===== src/rtl/core/text_console_cell_writer_unit_defines.svh =====
// assertion macros for the text console cell writer
`ifndef TEXT_CONSOLE_CELL_WRITER_UNIT_DEFINES_SVH
`define TEXT_CONSOLE_CELL_WRITER_UNIT_DEFINES_SVH

// same-cycle implication, sampled on clk, off while arst_n is low
`define TCW_ASSERT_IMPL(label, ante, cons) \
	label: assert property (@(posedge clk) disable iff (!arst_n) (ante) |-> (cons)) \
		else $error("tcw assertion failed");

// next-cycle implication, sampled on clk, off while arst_n is low
`define TCW_ASSERT_NEXT(label, ante, cons) \
	label: assert property (@(posedge clk) disable iff (!arst_n) (ante) |=> (cons)) \
		else $error("tcw assertion failed");

`endif


===== src/rtl/core/tcw_pkg.sv =====
// shared constants, codes and control types of the text console cell writer
`default_nettype none
package tcw_pkg;

	localparam int COLUMNS_DEF = 80;
	localparam int ROWS_DEF    = 25;

	localparam int CMD_W  = 2;
	localparam int CHAR_W = 8;
	localparam int COLF_W = 7;
	localparam int ROWF_W = 5;

	localparam logic [CMD_W-1:0] CMD_PUT  = 2'd0;
	localparam logic [CMD_W-1:0] CMD_SET  = 2'd1;
	localparam logic [CMD_W-1:0] CMD_READ = 2'd2;

	localparam logic [CHAR_W-1:0] CH_BACKSPACE = 8'd8;
	localparam logic [CHAR_W-1:0] CH_NEWLINE   = 8'd10;

	typedef struct packed {
		logic load;
		logic exec;
		logic capture;
		logic sweep;
	} tcw_cmd_t;

	typedef struct packed {
		logic is_read;
		logic need_scroll;
		logic sweep_row_end;
		logic sweep_all_end;
	} tcw_sts_t;

endpackage
`default_nettype wire


===== src/rtl/core/tcw_ctrl.sv =====
// sequencer of the text console cell writer: clear pass, command steps, row scroll
`default_nettype none
module tcw_ctrl (
	input  wire logic             clk,
	input  wire logic             arst_n,
	input  wire logic             start,
	input  wire tcw_pkg::tcw_sts_t sts,
	output tcw_pkg::tcw_cmd_t     cmd,
	output logic                  busy,
	output logic                  done
);

	localparam logic [2:0] ST_CLEAR  = 3'd0;
	localparam logic [2:0] ST_IDLE   = 3'd1;
	localparam logic [2:0] ST_EXEC   = 3'd2;
	localparam logic [2:0] ST_READ   = 3'd3;
	localparam logic [2:0] ST_SCROLL = 3'd4;
	localparam logic [2:0] ST_RESP   = 3'd5;

	logic [2:0] state_q;
	logic [2:0] state_d;

	always_comb begin
		state_d     = state_q;
		cmd         = '0;
		unique case (state_q)
			ST_CLEAR: begin
				cmd.sweep = 1'b1;
				if (sts.sweep_all_end) state_d = ST_IDLE;
			end
			ST_IDLE: begin
				if (start) begin
					cmd.load = 1'b1;
					state_d  = ST_EXEC;
				end
			end
			ST_EXEC: begin
				cmd.exec = 1'b1;
				priority if (sts.is_read) state_d = ST_READ;
				else if (sts.need_scroll) state_d = ST_SCROLL;
				else state_d = ST_RESP;
			end
			ST_READ: begin
				cmd.capture = 1'b1;
				state_d     = ST_RESP;
			end
			ST_SCROLL: begin
				cmd.sweep = 1'b1;
				if (sts.sweep_row_end) state_d = ST_RESP;
			end
			ST_RESP: begin
				state_d = ST_IDLE;
			end
			default: begin
				state_d = ST_CLEAR;
			end
		endcase
	end

	always_ff @(posedge clk or negedge arst_n) begin
		if (!arst_n) begin
			state_q <= ST_CLEAR;
		end else begin
			state_q <= state_d;
		end
	end

	assign busy = (state_q != ST_IDLE);
	assign done = (state_q == ST_RESP);

endmodule
`default_nettype wire


===== config.mk =====
export PLATFORM = sky130hd
export DESIGN_NAME = tcw_ctrl
export DESIGN_NICKNAME = d
export VERILOG_FILES = /design/src/rtl/core/text_console_cell_writer_unit_defines.svh /design/src/rtl/core/tcw_pkg.sv /design/src/rtl/core/tcw_ctrl.sv
export SDC_FILE = /design/constraint.sdc
export NUM_CORES = 1
export LEC_CHECK = 0
export BUFFER_PORTS_ARGS = -buffer_cell sky130_fd_sc_hd__buf_2
export CAP_MARGIN = 20
export CORE_AREA = 3 3 40 42
export DETAILED_ROUTE_END_ITERATION = 10
export DIE_AREA = 0 0 43 45
export PLACE_DENSITY = 0.4
export SYNTH_ARGS = -nofsm -noshare
export SYNTH_HDL_FRONTEND = slang
export SYNTH_SLANG_ARGS = --single-unit

===== constraint.sdc =====
create_clock -name clk -period 1.07 [get_ports clk]
set_input_delay 0.214 -clock clk [delete_from_list [all_inputs] [get_ports clk]]
set_output_delay 0.214 -clock clk [all_outputs]
set_load 0.01 [all_outputs]

==> out/metrics.cfg <==
[yosys]
netlist.area_leader.share_pct = 37.0
yosys.cell_types.count = 16
async_flop_share_pct = 100
ys.flop_type = dfrtp_1
synth_area_leader_cell = dfrtp_1
synthCells = 22
synthesis.nets = 29
yosysSeqAreaShare_pct = 37.0
netlist_top_cells_count = 3 x dfrtp_1, 3 x nor2_1, 2 x a21oi_1, 2 x nand2b_1
synth_area_leaders = dfrtp_1 37%, mux2_4 7.4%, nand2b_1 6.2%
synth-edff-count = 0
synthesis.area_sq_um = 203
ys_warn_count = 0
yosys_register_bits = 3
postSynthAreaPerCell_sq_um = 9.21

[layout]
largest_reg_flops = 3
top_register = state_q
final_nets = 55
reg_top3 = state_q x3
fin_cells = 62
num_antenna_cells = 0
drive_gt1_share_pct = 70.2
syn2layout_area_growth_pct = 109
fin_util_pct = 33.0

[drt]
firstDrtPassIters = 2
vias = 261
postRouteAntennaNets = 0
wl_per_cell_microns = 10.6
drc_errors = 0
first_iter_violations = 1
drt-total-wl_microns = 655
viasPerCell = 4.21

[sta]
worst_pin_slew_ps = 221
finalHoldViolations = 0
timing.fmax_mhz = 747
fin_worst_skew_ps = 2.95
period_minus_slack_ps = 1340
setup_viol = 8
worst_slack_ps = -269
rsz0062_at_grt = true
drv_slew = 0
period_share_pct = 125
final.setup.tns_ps = -1360
maxSlewHeadroom_pct = 85.3

[power_and_ir_drop]
p_int_mw = 0.778
power_mw = 1.25
leakage_nw = 0.219
p_seq_share_pct = 16.6
vdd_drop_max_mv = 1.44
p_sw_share_pct = 37.7
p_switching_mw = 0.471
combPwrFrac_pct = 67.2
powerDensity_mw_per_mm2 = 2940
power.share.clock_pct = 16.2

[worst_setup_path]
cpPeakStageDelay_ps = 370
critPathMaxFanout = 4
startpoint_type = register
arrival_ps = 1130
required_ps = 860
crit_slowest_cell = dfrtp_1
critPathKind = register to output pin
critPathCaptureType = output pin
worstPathCellList = and2b_2 > and3b_1 > buf_2

[floorplan]
core-area_sq_mm = 0.00128
io_pins = 13
die_w_microns = 43
die-area_sq_mm = 0.00194
dieHeight_microns = 45
std_cell_rows = 13
initial_core_util_pct = 15.8

[run_status]
violations = negative setup slack
status = finished with violations

[clock_tree]
cts_root_buf = clkbuf_4
cts_tree = yes
numCtsBuffers = 3
cts.sinks = 3
clkTransAtPathRegs_ps = 40
clk_latency_ps = 240
htree_num_levels = 1
cts_max_path_buffers = 2

[place]
place_inst = 53
place.gp.congestion = 0.705
io_buffers = 12
dp_hpwl_microns = 483

[worst_hold_path]
hp-class = primary input to register

[grt]
grt_pass1_wl_microns = 1100
track_usage_pct = 8.08
grt_max_degree = 7
grt_overflow = 0
grt_pass1_vias = 260
antenna_found_initial = 0

[job]
max_cap_violations = 0

## layout make-up
class | count | area [sq um]
Fill cell | 143 | 861
Clock buffer | 4 | 26.3
Sequential cell | 3 | 76.3
Timing Repair Buffer | 21 | 150
Multi-Input combinational cell | 18 | 146
Tap cell | 15 | 18.8
Inverter | 1 | 6.26
## per-layer routing
layer	up-vias	GRT usage, %	part of all wire (%)
met2	11	12.3	48
met5	-	0	0
met1	123	8.94	38
li1	125	-	-
met3	2	6.37	12
met4	0	1.81	1.1
## per-stage QoR
step	setup WS, ps	instance area, sq um	hold WS (ps)
after floorplan	23.7	203	-81.6
after global placement	-31.8	312	17.3
after detailed placement	-27.7	312	18.3
after CTS	-273	397	260
after global routing	-311	424	287
final	-269	424	255
## power by group through the flow
stage	sequential, mW	combinational, mW	clock (mW)
floorplan	0.230	0.297	0
global placement	0.201	0.578	0
detailed placement	0.207	0.574	0
CTS	0.207	0.763	0.206
global route	0.215	0.911	0.226
finish	0.207	0.839	0.202
## logic make-up (layout without fill, tap and decap cells)
family	Yosys count	after routing	share of synthesized area, %
AOI/OAI and AO/OA	5	5	19.1
and+or+nand+nor	12	12	34.6
muxes	1	1	7.41
buffers and inverters	1	26	1.85
DFF	3	3	37.0
## cell usage in the layout (no fill, tap or decap)
master and instances:
buf_2 10, buf_4 6, buf_6 4, clkbuf_4 3, nor2_1 2, dfrtp_1 2, nand2b_4 1, and2b_2 1
nand2b_1 1, nor2_4 1, inv_4 1, and2_4 1, and3b_1 1, nand3_1 1, nand2_1 1, a21oi_1 1
nor3b_1 1, mux2_4 1, nand3b_1 1, o21ai_2 1, o22ai_2 1, a21oi_2 1, a21o_1 1, clkbuf_1 1
dlygate4sd3_1 1, dfrtp_2 1
## worst max-delay path: cells and delay by family, from the launching register on
family | cells | cell delay, ps
simple gates | 2 | 380
buf+inv | 1 | 130
flops | 1 | 370
## worst paths after layout
kind / start / to / slack (ps) / cells after the start
max: state_q[0] / cmd[3] / -270 / 3
min: start / state_q[1] / 260 / 3
max reg2reg: state_q[2] / state_q[0] / -120 / 4
min reg2reg: state_q[2] / state_q[1] / 600 / 2
max in group asynchronous: arst_n / state_q[2] / 630 / 2
min in group asynchronous: arst_n / state_q[0] / 310 / 2
## what timing repair did
action,CTS,global route
setup endpoints to repair,7,7
pin swaps,2,3
hold buffers,1,0
gates resized for setup,7,7
buffers inserted,3,2
endpoints found under the hold margin,3,0
(Power assumes the default switching activity.)
